[src/rtl/assert_macros.svh]
// Assertion helpers shared by the decoder modules.
// Each macro expects aclk and aresetn in the scope where it is used.
`ifndef ASSERT_MACROS_SVH
`define ASSERT_MACROS_SVH

// Condition must hold at every clock edge outside reset.
`define ASSERT_ALWAYS(label, cond, msg) \
    label: assert property (@(posedge aclk) disable iff (!aresetn) (cond)) \
        else $error(msg);

// Consequent must hold in the cycle after the antecedent.
`define ASSERT_NEXT(label, ante, cons, msg) \
    label: assert property (@(posedge aclk) disable iff (!aresetn) (ante) |=> (cons)) \
        else $error(msg);

`endif

[src/rtl/ps2_dec_pkg.sv]
package ps2_dec_pkg;

    // Special bytes of scan code set 2
    localparam logic [7:0] CODE_EXT     = 8'hE0;
    localparam logic [7:0] CODE_BREAK   = 8'hF0;
    localparam logic [7:0] CODE_PRINT_A = 8'h12;
    localparam logic [7:0] CODE_PRINT_B = 8'h7C;

    localparam int unsigned BYTE_W = 8;

    // Decoder phase
    typedef enum logic [2:0] {
        PH_IDLE      = 3'd0,
        PH_BREAK     = 3'd1,
        PH_EXT       = 3'd2,
        PH_EXT_BREAK = 3'd3,
        PH_PRINT1    = 3'd4,
        PH_PRINT2    = 3'd5
    } phase_t;

    // One decoded key event
    typedef struct packed {
        logic              valid;
        logic [BYTE_W-1:0] key_code;
        logic              released;
    } result_t;

    // True for make codes of used standard set 2 keys (0..131)
    function automatic logic code_is_used(input logic [BYTE_W-1:0] code);
        logic used;
        case (code) inside
            8'h01, [8'h03:8'h07],
            [8'h09:8'h0E],
            8'h11, 8'h12, [8'h14:8'h16],
            [8'h1A:8'h1E],
            [8'h21:8'h26],
            [8'h29:8'h2E],
            [8'h31:8'h36],
            [8'h3A:8'h3E],
            [8'h41:8'h46],
            [8'h49:8'h4E],
            8'h52, 8'h54, 8'h55,
            [8'h58:8'h5B], 8'h5D,
            8'h66,
            8'h69, 8'h6B, 8'h6C,
            [8'h70:8'h7E],
            8'h83: used = 1'b1;
            default: used = 1'b0;
        endcase
        return used;
    endfunction

endpackage

[src/rtl/ps2_dec_in.sv]
module ps2_dec_in (
    input  logic                         aclk,
    input  logic                         aresetn,
    input  logic                         s_tvalid,
    output logic                         s_tready,
    input  logic [ps2_dec_pkg::BYTE_W-1:0] s_tdata,   // [7:0] scan_byte
    input  logic                         advance,
    output logic                         in_valid,
    output logic [ps2_dec_pkg::BYTE_W-1:0] in_byte
);
    import ps2_dec_pkg::*;

    logic              valid_reg, valid_next;
    logic [BYTE_W-1:0] byte_reg;

    // Free slot or slot draining this cycle
    assign s_tready = !valid_reg || advance;

    always_comb begin
        valid_next = valid_reg;
        if (s_tready) begin
            valid_next = s_tvalid;
        end
    end

    always_ff @(posedge aclk) begin
        if (!aresetn) begin
            valid_reg <= 1'b0;
        end else begin
            valid_reg <= valid_next;
        end
    end

    // Capture byte on each input transfer
    always_ff @(posedge aclk) begin
        if (s_tvalid && s_tready) begin
            byte_reg <= s_tdata;
        end
    end

    assign in_valid = valid_reg;
    assign in_byte  = byte_reg;

endmodule

[src/rtl/ps2_dec_fsm.sv]
`include "assert_macros.svh"

module ps2_dec_fsm (
    input  logic                         aclk,
    input  logic                         aresetn,
    input  logic                         step,
    input  logic [ps2_dec_pkg::BYTE_W-1:0] scan_byte,
    output ps2_dec_pkg::result_t         res
);
    import ps2_dec_pkg::*;

    phase_t phase_reg, phase_next;

    // Next phase
    always_comb begin
        phase_next = PH_IDLE;
        case (phase_reg)
            PH_BREAK:     phase_next = PH_IDLE;
            PH_EXT: begin
                if (scan_byte == CODE_BREAK) begin
                    phase_next = PH_EXT_BREAK;
                end else if (scan_byte == CODE_PRINT_A) begin
                    phase_next = PH_PRINT1;
                end else begin
                    phase_next = PH_IDLE;
                end
            end
            PH_EXT_BREAK: phase_next = PH_IDLE;
            PH_PRINT1:    phase_next = (scan_byte == CODE_EXT) ? PH_PRINT2 : PH_IDLE;
            PH_PRINT2: begin
                // completion and abort both end the sequence
                if (scan_byte == CODE_PRINT_B) begin
                    phase_next = PH_IDLE;
                end else begin
                    phase_next = PH_IDLE;
                end
            end
            default: begin
                if (scan_byte == CODE_EXT) begin
                    phase_next = PH_EXT;
                end else if (scan_byte == CODE_BREAK) begin
                    phase_next = PH_BREAK;
                end else begin
                    phase_next = PH_IDLE;
                end
            end
        endcase
    end

    // Event output
    always_comb begin
        res.valid    = 1'b0;
        res.key_code = scan_byte;
        res.released = 1'b0;
        case (phase_reg)
            PH_BREAK: begin
                res.valid    = code_is_used(scan_byte);
                res.released = 1'b1;
            end
            PH_EXT, PH_EXT_BREAK, PH_PRINT1, PH_PRINT2: res.valid = 1'b0;
            default: begin
                // prefixes are never in the used set
                res.valid = code_is_used(scan_byte);
            end
        endcase
    end

    always_ff @(posedge aclk) begin
        if (!aresetn) begin
            phase_reg <= PH_IDLE;
        end else if (step) begin
            phase_reg <= phase_next;
        end
    end

    `ASSERT_ALWAYS(a_event_phase,
        !res.valid || phase_reg == PH_IDLE || phase_reg == PH_BREAK
        || phase_reg > PH_PRINT2,
        "key event outside idle or break phase")
    `ASSERT_ALWAYS(a_release_phase, !(res.valid && res.released) || phase_reg == PH_BREAK,
        "release event without preceding break prefix")
    `ASSERT_NEXT(a_break_ends, step && phase_reg == PH_BREAK, phase_reg == PH_IDLE,
        "break phase did not return to idle")

endmodule

[src/rtl/ps2_dec_out.sv]
`include "assert_macros.svh"

module ps2_dec_out (
    input  logic                         aclk,
    input  logic                         aresetn,
    input  logic                         advance,
    input  ps2_dec_pkg::result_t         res,
    output logic                         out_free,
    output logic                         m_tvalid,
    input  logic                         m_tready,
    output logic [ps2_dec_pkg::BYTE_W-1:0] m_tdata,   // [7:0] key_code
    output logic                         m_tuser     // [0] released
);
    import ps2_dec_pkg::*;

    logic              valid_reg, valid_next;
    logic [BYTE_W-1:0] code_reg;
    logic              rel_reg;

    // Slot empty or being taken this cycle
    assign out_free = !valid_reg || m_tready;

    always_comb begin
        valid_next = valid_reg;
        if (out_free) begin
            valid_next = advance && res.valid;
        end
    end

    always_ff @(posedge aclk) begin
        if (!aresetn) begin
            valid_reg <= 1'b0;
        end else begin
            valid_reg <= valid_next;
        end
    end

    // Load result payload
    always_ff @(posedge aclk) begin
        if (out_free && advance && res.valid) begin
            code_reg <= res.key_code;
            rel_reg  <= res.released;
        end
    end

    assign m_tvalid = valid_reg;
    assign m_tdata  = code_reg;
    assign m_tuser  = rel_reg;

    `ASSERT_ALWAYS(a_code_used, !m_tvalid || code_is_used(m_tdata),
        "result carries an unused key code")

endmodule

[src/rtl/ps2_set2_scancode_decoder.sv]
// PS/2 scan code set 2 decoder.
//
// Input: one byte from the keyboard link per transfer on s_tdata.
// Output: one key event per transfer, m_tdata = make code of the key,
// m_tuser = 1 for release, 0 for press. Only used standard keys give events;
// extended (E0) and print-screen sequences are consumed silently, and a
// stray byte inside the print-screen sequence drops back to idle.
//
// Path: an event passes through the input register, then the result
// register, before it shows on m_tvalid; a full result register holds it
// back. Throughput: one byte per cycle while m_tready keeps up.
// Bytes that give no event still pass through the input register in order.
//
// Reset (aresetn low, synchronous) empties both registers and puts the
// decoder in idle. When m_tready is held low the result register keeps its
// event, the byte behind it waits in the input register, and s_tready drops
// once both are full; nothing is lost or reordered.
module ps2_set2_scancode_decoder (
    input  logic                         aclk,
    input  logic                         aresetn,
    input  logic                         s_tvalid,
    output logic                         s_tready,
    input  logic [ps2_dec_pkg::BYTE_W-1:0] s_tdata,   // [7:0] scan_byte
    output logic                         m_tvalid,
    input  logic                         m_tready,
    output logic [ps2_dec_pkg::BYTE_W-1:0] m_tdata,   // [7:0] key_code
    output logic                         m_tuser     // [0] released
);
    import ps2_dec_pkg::*;

    logic              in_valid;
    logic [BYTE_W-1:0] in_byte;
    logic              out_free;
    logic              advance;
    result_t           res;

    // Byte moves on when the result slot can take its outcome
    assign advance = in_valid && out_free;

    ps2_dec_in u_in (
        .aclk     (aclk),
        .aresetn  (aresetn),
        .s_tvalid (s_tvalid),
        .s_tready (s_tready),
        .s_tdata  (s_tdata),
        .advance  (advance),
        .in_valid (in_valid),
        .in_byte  (in_byte)
    );

    ps2_dec_fsm u_fsm (
        .aclk      (aclk),
        .aresetn   (aresetn),
        .step      (advance),
        .scan_byte (in_byte),
        .res       (res)
    );

    ps2_dec_out u_out (
        .aclk     (aclk),
        .aresetn  (aresetn),
        .advance  (advance),
        .res      (res),
        .out_free (out_free),
        .m_tvalid (m_tvalid),
        .m_tready (m_tready),
        .m_tdata  (m_tdata),
        .m_tuser  (m_tuser)
    );

endmodule
[config.mk]
export PLATFORM = sky130hd
export DESIGN_NAME = ps2_set2_scancode_decoder
export DESIGN_NICKNAME = d
export VERILOG_FILES = /design/src/rtl/ps2_dec_pkg.sv /design/src/rtl/ps2_dec_in.sv /design/src/rtl/ps2_dec_fsm.sv /design/src/rtl/ps2_dec_out.sv /design/src/rtl/ps2_set2_scancode_decoder.sv
export VERILOG_INCLUDE_DIRS = /design/src /design/src/rtl
export SDC_FILE = /design/constraint.sdc
export NUM_CORES = 1
export LEC_CHECK = 0
export ABC_AREA = 0
export BUFFER_PORTS_ARGS = -buffer_cell sky130_fd_sc_hd__buf_2
export CAP_MARGIN = 5
export CORE_AREA = 2 2 53 50
export CTS_CLUSTER_SIZE = 30
export DETAILED_ROUTE_END_ITERATION = 6
export DIE_AREA = 0 0 55 52
export PLACE_DENSITY = 0.88
export REMOVE_ABC_BUFFERS = 1
export SYNTH_ARGS = -nofsm -noshare
export SYNTH_HDL_FRONTEND = slang
export SYNTH_HIERARCHICAL = 1
export SYNTH_SLANG_ARGS = --single-unit
[constraint.sdc]
create_clock -name aclk -period 6.05 [get_ports aclk]
set_input_delay 0.3025 -clock aclk [delete_from_list [all_inputs] [get_ports aclk]]
set_output_delay 0.3025 -clock aclk [all_outputs]
set_load 0.02 [all_outputs]
* After elaboration in Yosys (flattened, before gate mapping)
Index checks and enable logic that the tools add are counted.
** Storage, ports and cells
- Register bits after elaboration :: 22
- Input bits :: 12
- Output and inout port bits :: 11
- Logic and storage cells :: 82
** Operators by class
- Magnitude comparators :: 24
- Eq/ne operators :: 19
- Mux-type cells :: 9
- Reductions and logical operators :: 24
** Operator list (count)
- 8-bit by 7-bit equality test with 1-bit output (second input constant) :: 8
- 8-bit by 6-bit >= comparator with 1-bit output (second input constant) :: 4
- 8-bit by 7-bit >= comparator with 1-bit output (second input constant) :: 4
- 8-bit by 6-bit <= comparator with 1-bit output (second input constant) :: 4
- 8-bit by 7-bit <= comparator with 1-bit output (second input constant) :: 4
- 8-bit equality test (second input constant) :: 3
- 24-bit OR reduction :: 1
- 1-bit logical AND :: 17
- 8-bit by 5-bit equality test with 1-bit output (second input constant) :: 2
- 8-bit by 5-bit >= comparator with 1-bit output (second input constant) :: 2
- 8-bit by 5-bit <= comparator with 1-bit output (second input constant) :: 2
- 3-bit 2-to-1 mux :: 3
- 3-bit one-hot mux with 3 select lines :: 1
- 8-bit by 1-bit equality test with 1-bit output (second input constant) :: 1
- 8-bit by 2-bit >= comparator with 1-bit output (second input constant) :: 1
- 8-bit by 4-bit >= comparator with 1-bit output (second input constant) :: 1
- 8-bit by 3-bit <= comparator with 1-bit output (second input constant) :: 1
- 8-bit by 4-bit <= comparator with 1-bit output (second input constant) :: 1
- 3-bit by 2-bit equality test with 1-bit output (second input constant) :: 2
- 3-bit equality test (second input constant) :: 2
- 1-bit 2-to-1 mux :: 4
- 4-bit OR reduction :: 1
- 3-bit by 1-bit equality test with 1-bit output (second input constant) :: 1
- 3-bit OR reduction :: 1
- 3 further kinds :: 5

* Longest topological paths before layout
Gate-level depths: netlist of the first run.
- Depth in word-level cells :: 6
- Mapped depth :: 9
- Mapped depth without buffers :: 7

* Modules after synthesis
Netlist of the first run, hierarchy kept.
** Modules (own cells, without submodules)
- ps2_dec_fsm :: instances 1, cells an instance 84, area each 585.6 um^2
- ps2_dec_out :: instances 1, cells an instance 14, area each 335.3 um^2
- ps2_dec_in :: instances 1, cells an instance 13, area each 297.8 um^2
- ps2_set2_scancode_decoder :: instances 1, cells an instance 1, area each 6.3 um^2

* Worst setup path after synthesis of the first run
Ideal clock, no wire load.
- Path type :: register -> register
- Start :: register u_in.byte_reg[0], in the netlist u_in/in_byte[0]
- End :: register u_out.code_reg[0], in the netlist u_out/m_tdata[0] (enable)
- Setup time :: 321 ps
- Arrival :: 1795 ps
- Setup slack :: 3934 ps
- Cell stages (with the launch flop) :: 8
- Path buffers :: 1
- Clock period less this slack :: 2116 ps
- Cells stage by stage :: edfxtp_1 -> buf_2 -> a31o_2 -> nor4b_1 -> a41oi_1 -> a41oi_1 -> nand2_2 -> nor2b_4
** RTL lines
- start, declared :: RTL line ps2_dec_in.sv:14 : logic [BYTE_W-1:0] byte_reg;
- start signal, assigned :: RTL line ps2_dec_in.sv:37 : byte_reg <= s_tdata;
- end signal, assigned :: RTL line ps2_dec_out.sv:41 : code_reg <= res.key_code;
- end, declared :: RTL line ps2_dec_out.sv:17 : logic [BYTE_W-1:0] code_reg;

==> results by group, run 1 <==
Status
  • Status: finished clean

Route
  • DRT Wirelength: 1970 µm
  • Vias per cell: 5.94
  • Post-route ant nets: 0
  • DR WL/cell: 13.2 µm
  • Drt pass-1 iters: 4
  • Residual DRC: 0
  • DR iter-0 viols: 44
  • Via count: 885

Clock network
  • # Post-CTS Setup Buffers: 0
  • Root buffer cell: clkbuf_4
  • Clock tree sinks: 22
  • TritonCTS Buffers: 3
  • # resized after CTS: 0
  • CTS tree: yes
  • CTS max path bufs: 2
  • H-tree levels: 1
  • Insertion delay to the later sink of the worst-skew pair: 0.31 ns
  • Hold Buf Count CTS: 0
  • Clk pin slew, worst setup/hold paths: 0.12 ns

Logic synthesis
  • Count leader, synth: edfxtp_1
  • Number of distinct library cells after synthesis: 43
  • Area contributors post-synth: edfxtp_1, dfxtp_1, buf_4
  • Seq cells post-synth: 22
  • Post-synth EDFFs: 17
  • Yosys warns: 6
  • Yosys top cell by area: edfxtp_1
  • Top-area cell type share of the netlist area: 41.7%
  • Ys async rst share: 0%
  • Top FF cell, synth: edfxtp_1
  • Syn Area/Cell: 10.9 µm²
  • Top post-synthesis cells by count: edfxtp_1, buf_4, a21oi_1
  • Register area share after synthesis: 49.8%
  • Mapped Area: 1220 µm²
  • Synthesized instance count: 112

Critical path
  • Critical Path, Cell by Cell: nor4bb_1 > a2111oi_0 > a31oi_1 > o311ai_0 > a41oi_1 > nand2_2 > nor2b_4
  • Arrival @ worst endpoint: 2.39 ns
  • CP max FO: 16
  • Data required, critical path: 6.06 ns
  • Buf/Inv on CP: 0
  • Top delay family on crit path: compound AO/OA/AOI/OAI gates
  • Critical path launch point type: flip-flop
  • CP Class: flip-flop to flip-flop
  • Slowest-stage cell, CP: edfxtp_1
  • Worst r2r dst: u_out/m_tdata[2]
  • CP endpoint kind: flip-flop
  • Worst r2r path cells: 7
  • Worst R2R Setup Slack: 3.67 ns
  • Critical R2R Launch: u_in/in_byte[1]
  • Worst path max stage delay: 0.67 ns

Global route
  • Largest net degree at the start of global routing: 20
  • Vias in the first global route: 749
  • All-Layer GR Usage: 15.4%
  • GR Overflow Total: 0
  • First-pass GRT wire length: 3120 µm
  • Initial antenna violation count: 0

Placed design
  • Global placer's final weighted congestion: 0.815
  • IO Port Bufs: 22
  • Dpl hpwl: 1410 µm

Power
  • Max IR drop VDD: 0.167 mV
  • Leakage power total: 0.487 nW
  • Pwr dens: 239 nW/µm²

Worst hold path
  • Hold depth: 1
  • HP Class: primary input to flip-flop
  • Hold-critical path endpoint: u_in/in_byte[5]
  • Hold Path Origin: s_tdata[5]

Timing
  • Max Slew Vio Count: 0
  • Final min period: 2.38 ns
  • Fmax: 420 MHz
  • Clock skew: 0.00902 ns
  • Fin crit share: 39.4%
  • RSZ-0062 raised after global routing: no
  • Hold Violations, Final: 0
  • Sum Neg Setup Slack: 0 ns
  • Least-Margin Pin Slew: 0.526 ns
  • Max_slew headroom: 64.9%
  • Final setup violation count: 0

Floorplan
  • Total core area: 2340 µm²
  • DIE WIDTH: 55 µm
  • Die area: 2860 µm²
  • Initial Util: 52.4%
  • Top-level port count: 23
  • DIE HEIGHT: 52 µm
  • FP Rows: 17

Layout
  • Core Util, Final: 55.9%
  • Antenna Cells: 0
  • Share of layout cells above drive strength 1: 29.8%
  • NumNets Final: 134
  • Syn-to-layout area delta: 6.84%

Run
  • Total of max-cap violations: 0
-- layer usage --
metal | global-route usage (%) | part of all wire, % | up-vias
li1 | - | - | 428
met1 | 19.8 | 43 | 414
met2 | 24.0 | 49 | 39
met3 | 2.01 | 6.2 | 4
met4 | 9.35 | 1.6 | 0
met5 | 0 | 0 | -
-- how the worst max path moves through the flow --
stage / start / end / cells after the start
3_3_place_gp: u_in/in_byte[1] / u_out/m_tdata[0] / 6
4_1_cts: u_in/in_byte[1] / u_out/m_tdata[2] / 7
5_1_grt: u_in/in_byte[1] / u_out/m_tdata[2] / 7
6_report: u_in/in_byte[1] / u_out/m_tdata[2] / 7
2_1_floorplan: u_in/in_byte[0] / u_out/m_tdata[0] / 6
3_5_place_dp: u_in/in_byte[1] / u_out/m_tdata[2] / 7
-- worst register-to-register path, stage by stage (launching register included) --
cell	delay [ns]
edfxtp_1	0.67
nor4bb_1	0.33
a2111oi_0	0.12
a31oi_1	0.22
o311ai_0	0.16
a41oi_1	0.22
nand2_2	0.11
nor2b_4	0.26
-- metrics by stage --
| stage | instance area [µm²] | std cells | setup slack, ns | power (mW) | hold WS (ns) |
|---|---|---|---|---|---|
| floorplan | 1120 | 95 | 3.98 | 0.209 | 0.401 |
| finish | 1310 | 149 | 3.67 | 0.313 | 0.151 |
| global placement | 1260 | 145 | 3.79 | 0.220 | 0.479 |
| detailed placement | 1260 | 145 | 3.72 | 0.221 | 0.481 |
| global route | 1310 | 149 | 3.52 | 0.326 | 0.146 |
| CTS | 1310 | 149 | 3.69 | 0.316 | 0.140 |
-- cell families after synthesis --
kind of cell	synth area share (%)
flops	49.8
xor+xnor	1.43
buf+inv	10.4
simple gates	22.5
compound gates	15.8
-- cell type report --
cell class                 count  area, µm²
fill                         209       1030
sequential                    22        611
multi-input combinational     68        487
timing repair buffer          22        110
clock buffer                   4       47.5
tap                           28       35.0
inverter                       5       18.8
-- layout by cell type (no fill, tap or decap), types with 2 or more instances in the layout --
cell,count
nand4_1,2
a21oi_1,6
nor2b_1,4
o21ai_0,5
and2_1,2
nand3_1,4
a41oi_1,3
buf_2,22
edfxtp_1,17
a21boi_2,2
nand2_1,3
nor3_1,2
nor3b_1,3
inv_1,5
nand2b_4,2
nor4b_1,2
nor2_1,5
nand2b_1,2
clkbuf_4,3
dfxtp_1,5
-- power by group --
group | switching, mW | internal (mW) | leakage (nW) | total [mW]
clock | 0.0441 | 0.0505 | 0.0261 | 0.0946
combinational | 0.0189 | 0.0161 | 0.262 | 0.0351
sequential | 0.0116 | 0.171 | 0.199 | 0.183
total | 0.0746 | 0.238 | 0.487 | 0.313
(Power assumes the default switching activity.)
==> inputs of run 2 (changes only) <==
--- a/config.mk
+++ b/config.mk
@@ -9,11 +9,11 @@
 export ABC_AREA = 0
 export BUFFER_PORTS_ARGS = -buffer_cell sky130_fd_sc_hd__buf_2
 export CAP_MARGIN = 5
-export CORE_AREA = 2 2 53 50
+export CORE_AREA = 2 2 57 53
 export CTS_CLUSTER_SIZE = 30
 export DETAILED_ROUTE_END_ITERATION = 6
-export DIE_AREA = 0 0 55 52
-export PLACE_DENSITY = 0.88
+export DIE_AREA = 0 0 59 55
+export PLACE_DENSITY = 0.82
 export REMOVE_ABC_BUFFERS = 1
 export SYNTH_ARGS = -nofsm -noshare
 export SYNTH_HDL_FRONTEND = slang
==> constraint.sdc (replaced) <==
create_clock -name aclk -period 2.05 [get_ports aclk]
set_input_delay 0.1025 -clock aclk [delete_from_list [all_inputs] [get_ports aclk]]
set_output_delay 0.1025 -clock aclk [all_outputs]
set_load 0.02 [all_outputs]
==> results by group, run 2 (same netlist as run 1, synthesis figures left out) <==
Floorplan
  • Total core area: 2660 µm² (+14%)
  • DIE WIDTH: 59 µm (+7.3%)
  • DIE HEIGHT: 55 µm (+5.8%)
  • FP Rows: 18 (+1)
  • Die area: 3250 µm² (+13%)
  • Initial Util: 46.1% (-6.3 points)
  • Top-level port count: 23 (unchanged)

Timing
  • Hold Violations, Final: 0 (unchanged)
  • Final worst setup slack: 0.0164 ns (-3.65 ns)
  • Fmax: 492 MHz (+17%)
  • Fin crit share: 99.2% (+60 points)
  • Least-Margin Pin Slew: 0.475 ns (-0.0507 ns)
  • Final min period: 2.03 ns (-0.349 ns)
  • Clock skew: 0.00181 ns (-0.00721 ns)
  • Max_slew headroom: 67.5% (+2.6 points)
  • Sum Neg Setup Slack: 0 ns (unchanged)
  • Final setup violation count: 0 (unchanged)
  • Hold Slack: 0.0312 ns (-0.120 ns)
  • Max Slew Vio Count: 0 (unchanged)
  • RSZ-0062 raised after global routing: yes

Clock network
  • Clk pin slew, worst setup/hold paths: 0.11 ns (about the same)
  • Clock tree sinks: 22 (unchanged)
  • Root buffer cell: clkbuf_4
  • Insertion delay to the later sink of the worst-skew pair: 0.30 ns (about the same)
  • TritonCTS Buffers: 3 (unchanged)
  • CTS tree: yes
  • H-tree levels: 1 (unchanged)
  • CTS max path bufs: 2 (unchanged)

Worst hold path
  • Hold Path Origin: s_tvalid
  • Hold depth: 3 (+2)
  • Hold-critical path endpoint: u_in/in_valid
  • HP Class: primary input to flip-flop

Critical path
  • Buf/Inv on CP: 2 (+2)
  • Critical Path, Cell by Cell: buf_6 > inv_1 > a2111oi_0 > a31oi_1 > o311ai_1 > a41oi_2 > nand2_2 > nor2b_4
  • Worst R2R Setup Slack: 0.02 ns (-3.65 ns)
  • Top delay family on crit path: compound AO/OA/AOI/OAI gates
  • Arrival @ worst endpoint: 2.11 ns (-0.28 ns)
  • CP Class: flip-flop to flip-flop
  • Worst r2r dst: u_out/m_tdata[1]
  • CP endpoint kind: flip-flop
  • Slowest-stage cell, CP: a2111oi_0
  • CP max FO: 7 (-9)
  • Critical path launch point type: flip-flop
  • Data required, critical path: 2.13 ns (-3.93 ns)
  • Worst path max stage delay: 0.47 ns (-0.20 ns)
  • Worst r2r path cells: 8 (+1)
  • Critical R2R Launch: u_in/in_byte[2]

Layout
  • Syn-to-layout area delta: 26.5%
  • Reg area: 611 µm² (unchanged)
  • Most frequent cells in the layout: buf_2, edfxtp_1, buf_4
  • Core Util, Final: 58.3% (+2.4 points)
  • Area of the multi-input gates: 536 µm² (+10%)
  • Antenna Cells: 0 (unchanged)
  • FILL cells: 229 (+9.6%)
  • Share of layout cells above drive strength 1: 39.3% (+9.6 points)
  • Commonest non-fill, non-tap cell in the layout: buf_2
  • NumNets Final: 158 (+18%)

Route
  • DRT Wirelength: 2570 µm (+31%)
  • DR WL/cell: 14.7 µm (+11%)
  • Vias per cell: 5.57 (-6.3%)
  • Via count: 974 (+10%)
  • Residual DRC: 0 (unchanged)
  • Drt pass-1 iters: 4 (unchanged)
  • DR iter-0 viols: 29 (-34%)
  • Post-route ant nets: 0 (unchanged)

Power
  • Max IR drop VDD: 0.434 mV (+160%)
  • Int Pwr: 0.699 mW (+190%)
  • Sequential power share: 56.3% (-2.2 points)
  • Sw frac: 24.8% (+0.89 points)
  • PnR Total Power: 0.929 mW (+200%)
  • Leakage power total: 0.612 nW (+26%)
  • Logic pwr share: 19.0% (+7.8 points)
  • NetSw: 0.230 mW (+210%)
  • Pwr dens: 600 nW/µm² (+150%)
  • Share of total power in the clock network: 24.8% (-5.5 points)

Global route
  • First-pass GRT wire length: 3930 µm (+26%)
  • Initial antenna violation count: 0 (unchanged)
  • Largest net degree at the start of global routing: 16 (-20%)
  • GR Overflow Total: 0 (unchanged)
  • Vias in the first global route: 865 (+15%)
  • All-Layer GR Usage: 17.0% (+1.7 points)

Run
  • Total of max-cap violations: 0 (unchanged)

Placed design
  • Post-place setup slack: -0.0760 ns (-3.79 ns)
  • Dpl hpwl: 1720 µm (+22%)
  • Global placer's final weighted congestion: 0.849 (+4.3%)
  • IO Port Bufs: 22 (unchanged)

Status
  • Status: finished clean
==> run 2: metal layers <==
metal,part of all wire (%),GRT usage [%],vias up
li1,-,-,479
met1,43,19.6,459
met2,52,30.6,36
met3,4.8,5.12,0
met4,0,5.68,0
met5,0,0,-
==> run 2: power by group through the flow <==
stage                     registers (mW)  clock network (mW)  logic (mW)
after floorplan                    0.553                   0      0.0624
after global placement             0.530                   0       0.146
after detailed placement           0.532                   0       0.147
after CTS                          0.521               0.241       0.164
after global routing               0.526               0.262       0.191
final                              0.523               0.230       0.176
==> run 2: worst max path at each step <==
stage	startpoint	end	slack, ns	depth (start not counted)
after floorplan	u_in/in_byte[0]	u_out/m_tdata[0]	-0.02	6
after global placement	u_in/in_byte[0]	u_out/m_tdata[2]	-0.005	6
after detailed placement	u_in/in_byte[0]	u_out/m_tdata[2]	-0.08	6
after CTS	u_in/in_byte[0]	u_out/m_tdata[2]	0.001	7
after global routing	u_in/in_byte[2]	u_out/m_tdata[5]	-0.14	8
final	u_in/in_byte[2]	u_out/m_tdata[1]	0.02	8
==> run 2: worst reg2reg max path, cell delays in order (launching register included) <==
cell	delay (ns)
edfxtp_1	0.46
buf_6	0.17
inv_1	0.07
a2111oi_0	0.47
a31oi_1	0.11
o311ai_1	0.13
a41oi_2	0.17
nand2_2	0.16
nor2b_4	0.07
==> run 2: per-stage QoR <==
step	cells	area [µm²]
floorplan	95	1120
global placement	161	1370
detailed placement	161	1370
CTS	174	1510
global route	175	1550
finish	175	1550
==> run 2: layout make-up <==
class                      count  area share, %
clock buffer                   4           2.34
inverter                       5           1.21
multi-input combinational     69           34.6
sequential                    22           39.4
tap                           30           2.42
timing repair buffer          45           20.0
==> run 2: repair_timing <==
item	in CTS	in global routing
pin swaps	5	2
hold endpoints to repair	8	0
gates cloned	1	0
hold buffers	8	0
endpoints found under the setup margin	9	10
setup buffers	0	1
gates resized for setup	3	7
==> inputs of run 3 (changes only) <==
--- a/config.mk
+++ b/config.mk
@@ -9,12 +9,14 @@
 export ABC_AREA = 0
 export BUFFER_PORTS_ARGS = -buffer_cell sky130_fd_sc_hd__buf_2
 export CAP_MARGIN = 5
-export CORE_AREA = 2 2 57 53
+export CORE_AREA = 2 2 53 50
 export CTS_CLUSTER_SIZE = 30
 export DETAILED_ROUTE_END_ITERATION = 6
-export DIE_AREA = 0 0 59 55
-export PLACE_DENSITY = 0.82
+export DIE_AREA = 0 0 55 52
+export HOLD_SLACK_MARGIN = 0.02
+export PLACE_DENSITY = 0.88
 export REMOVE_ABC_BUFFERS = 1
+export SETUP_SLACK_MARGIN = 0.2
 export SYNTH_ARGS = -nofsm -noshare
 export SYNTH_HDL_FRONTEND = slang
 export SYNTH_HIERARCHICAL = 1
==> constraint.sdc (replaced) <==
create_clock -name aclk -period 2.4 [get_ports aclk]
set_input_delay 0.12 -clock aclk [delete_from_list [all_inputs] [get_ports aclk]]
set_output_delay 0.12 -clock aclk [all_outputs]
set_load 0.02 [all_outputs]
==> results by group, run 3 (same netlist as run 1, synthesis figures left out) <==
Power
  • Leakage power total: 0.573 nW (-6.4%)
  • Logic pwr share: 15.6% (-3.4 points)
  • Sw frac: 24.8% (+0.044 points)
  • Sequential power share: 54.5% (-1.8 points)
  • NetSw: 0.205 mW (-11%)
  • Pwr dens: 559 nW/µm² (-6.9%)
  • PnR Total Power: 0.825 mW (-11%)
  • Int Pwr: 0.620 mW (-11%)
  • Max IR drop VDD: 0.428 mV (-1.5%)
  • Share of total power in the clock network: 29.9% (+5.1 points)

Status
  • Status: finished clean

Route
  • Vias per cell: 5.83 (+4.8%)
  • DRT Wirelength: 2360 µm (-8.3%)
  • Post-route ant nets: 0 (unchanged)
  • DR WL/cell: 14.2 µm (-3.3%)
  • Via count: 968 (-0.62%)
  • DR iter-0 viols: 36 (+24%)
  • Residual DRC: 0 (unchanged)
  • Drt pass-1 iters: 4 (unchanged)

Clock network
  • Clk pin slew, worst setup/hold paths: 0.13 ns (+0.02 ns)
  • H-tree levels: 1 (unchanged)
  • CTS max path bufs: 2 (unchanged)
  • Insertion delay to the later sink of the worst-skew pair: 0.31 ns (about the same)
  • CTS tree: yes
  • Root buffer cell: clkbuf_4
  • Clock tree sinks: 22 (unchanged)
  • TritonCTS Buffers: 3 (unchanged)

Timing
  • Fmax: 473 MHz (-3.8%)
  • Final setup violation count: 0 (unchanged)
  • Max_slew headroom: 74.8% (+7.3 points)
  • Hold Slack: 0.0416 ns (+0.0104 ns)
  • RSZ-0062 raised after global routing: no
  • Hold Violations, Final: 0 (unchanged)
  • Max Slew Vio Count: 0 (unchanged)
  • Fin crit share: 88.1% (-11 points)
  • Final worst setup slack: 0.285 ns (+0.269 ns)
  • Sum Neg Setup Slack: 0 ns (unchanged)
  • Final min period: 2.12 ns (+0.0814 ns)
  • Clock skew: 0.00210 ns (+0.000289 ns)
  • Least-Margin Pin Slew: 0.378 ns (-0.0977 ns)

Global route
  • All-Layer GR Usage: 18.1% (+1.1 points)
  • Largest net degree at the start of global routing: 14 (-2)
  • Vias in the first global route: 848 (-2.0%)
  • GR Layer Usage met3: 3.74% (-1.4 points)
  • Met2 Use GR: 29.4% (-1.2 points)
  • First-pass GRT wire length: 3700 µm (-6.0%)
  • GR Overflow Total: 0 (unchanged)
  • Global route hottest layer: met2
  • Initial antenna violation count: 0 (unchanged)
  • Met1 usage: 22.5% (+2.8 points)

Critical path
  • Data required, critical path: 2.43 ns (+0.30 ns)
  • Arrival @ worst endpoint: 2.15 ns (+0.04 ns)
  • Critical path launch point type: flip-flop
  • CP Class: flip-flop to flip-flop
  • CP endpoint kind: flip-flop
  • Worst r2r path cells: 8 (unchanged)
  • CP max FO: 7 (unchanged)

Worst hold path
  • Hold depth: 3 (unchanged)
  • HP Class: primary input to flip-flop

Placed design
  • IO Port Bufs: 22 (unchanged)
  • Post-place setup slack: 0.224 ns (+0.300 ns)
  • Global placer's final weighted congestion: 0.888 (+4.5%)
  • Dpl hpwl: 1600 µm (-7.3%)

Layout
  • FILL cells: 180 (-21%)
  • NumNets Final: 151 (-4.4%)
  • Most frequent cells in the layout: buf_2, edfxtp_1, dlygate4sd3_1, buf_4, a21oi_1
  • Core Util, Final: 63.1% (+4.8 points)
  • Share of layout cells above drive strength 1: 34.1% (-5.3 points)
  • Syn-to-layout area delta: 20.5%
  • Antenna Cells: 0 (unchanged)
  • Commonest non-fill, non-tap cell in the layout: buf_2

Floorplan
  • Die area: 2860 µm² (-12%)
  • Total core area: 2340 µm² (-12%)
  • Top-level port count: 23 (unchanged)
  • DIE WIDTH: 55 µm (-6.8%)
  • FP Rows: 17 (-1)
  • Initial Util: 52.4% (+6.3 points)
  • DIE HEIGHT: 52 µm (-5.5%)

Run
  • Total of max-cap violations: 0 (unchanged)
## run 3: worst max-delay path: stages, from the launching register on
cell	delay (ns)
edfxtp_1	0.41
buf_4	0.18
nor4bb_2	0.28
a2111oi_1	0.10
a31oi_1	0.18
o311ai_1	0.13
a41oi_1	0.21
nand2_2	0.15
nor2b_4	0.20
## run 3: power by group through the flow
stage,clock [mW],combinational [mW],sequential [mW]
2_1_floorplan,0,0.0533,0.473
3_3_place_gp,0,0.103,0.459
3_5_place_dp,0,0.106,0.460
4_1_cts,0.247,0.116,0.452
5_1_grt,0.263,0.140,0.452
6_report,0.246,0.129,0.450
## run 3: routing by layer
metal / vias to the layer above / part of all wire [%]
met5: - / 0
met4: 0 / 0.98
met3: 2 / 6.1
met2: 44 / 52
met1: 455 / 41
li1: 467 / -
## run 3: area by class of cell
class / instances / area [µm²] / share of cell area, %
clock buffer: 4 / 47.5 / 3.22
sequential: 22 / 611 / 41.4
multi-input combinational: 69 / 514 / 34.8
inverter: 5 / 18.8 / 1.27
tap: 28 / 35.0 / 2.37
timing repair buffer: 38 / 250 / 16.9
## run 3: final timing paths
check             startpoint             end  slack, ns
max          u_in/in_byte[0]   u_out/m_tuser       0.28
min                 s_tvalid   u_in/in_valid       0.04
max reg2reg  u_in/in_byte[0]   u_out/m_tuser       0.28
min reg2reg   u_out/m_tvalid  u_out/m_tvalid       0.53
## run 3: timing repair
item | CTS | global route
setup buffers | 0 | 3
setup endpoints to repair | 0 | 9
hold buffers | 8 | 0
hold endpoints to repair | 8 | 0
resized for setup | 0 | 5
## run 3: through the flow
stage,cell area [µm²],instances
finish,1480,166
global route,1480,166
CTS,1430,162
detailed placement,1300,150
global placement,1300,150
floorplan,1120,95
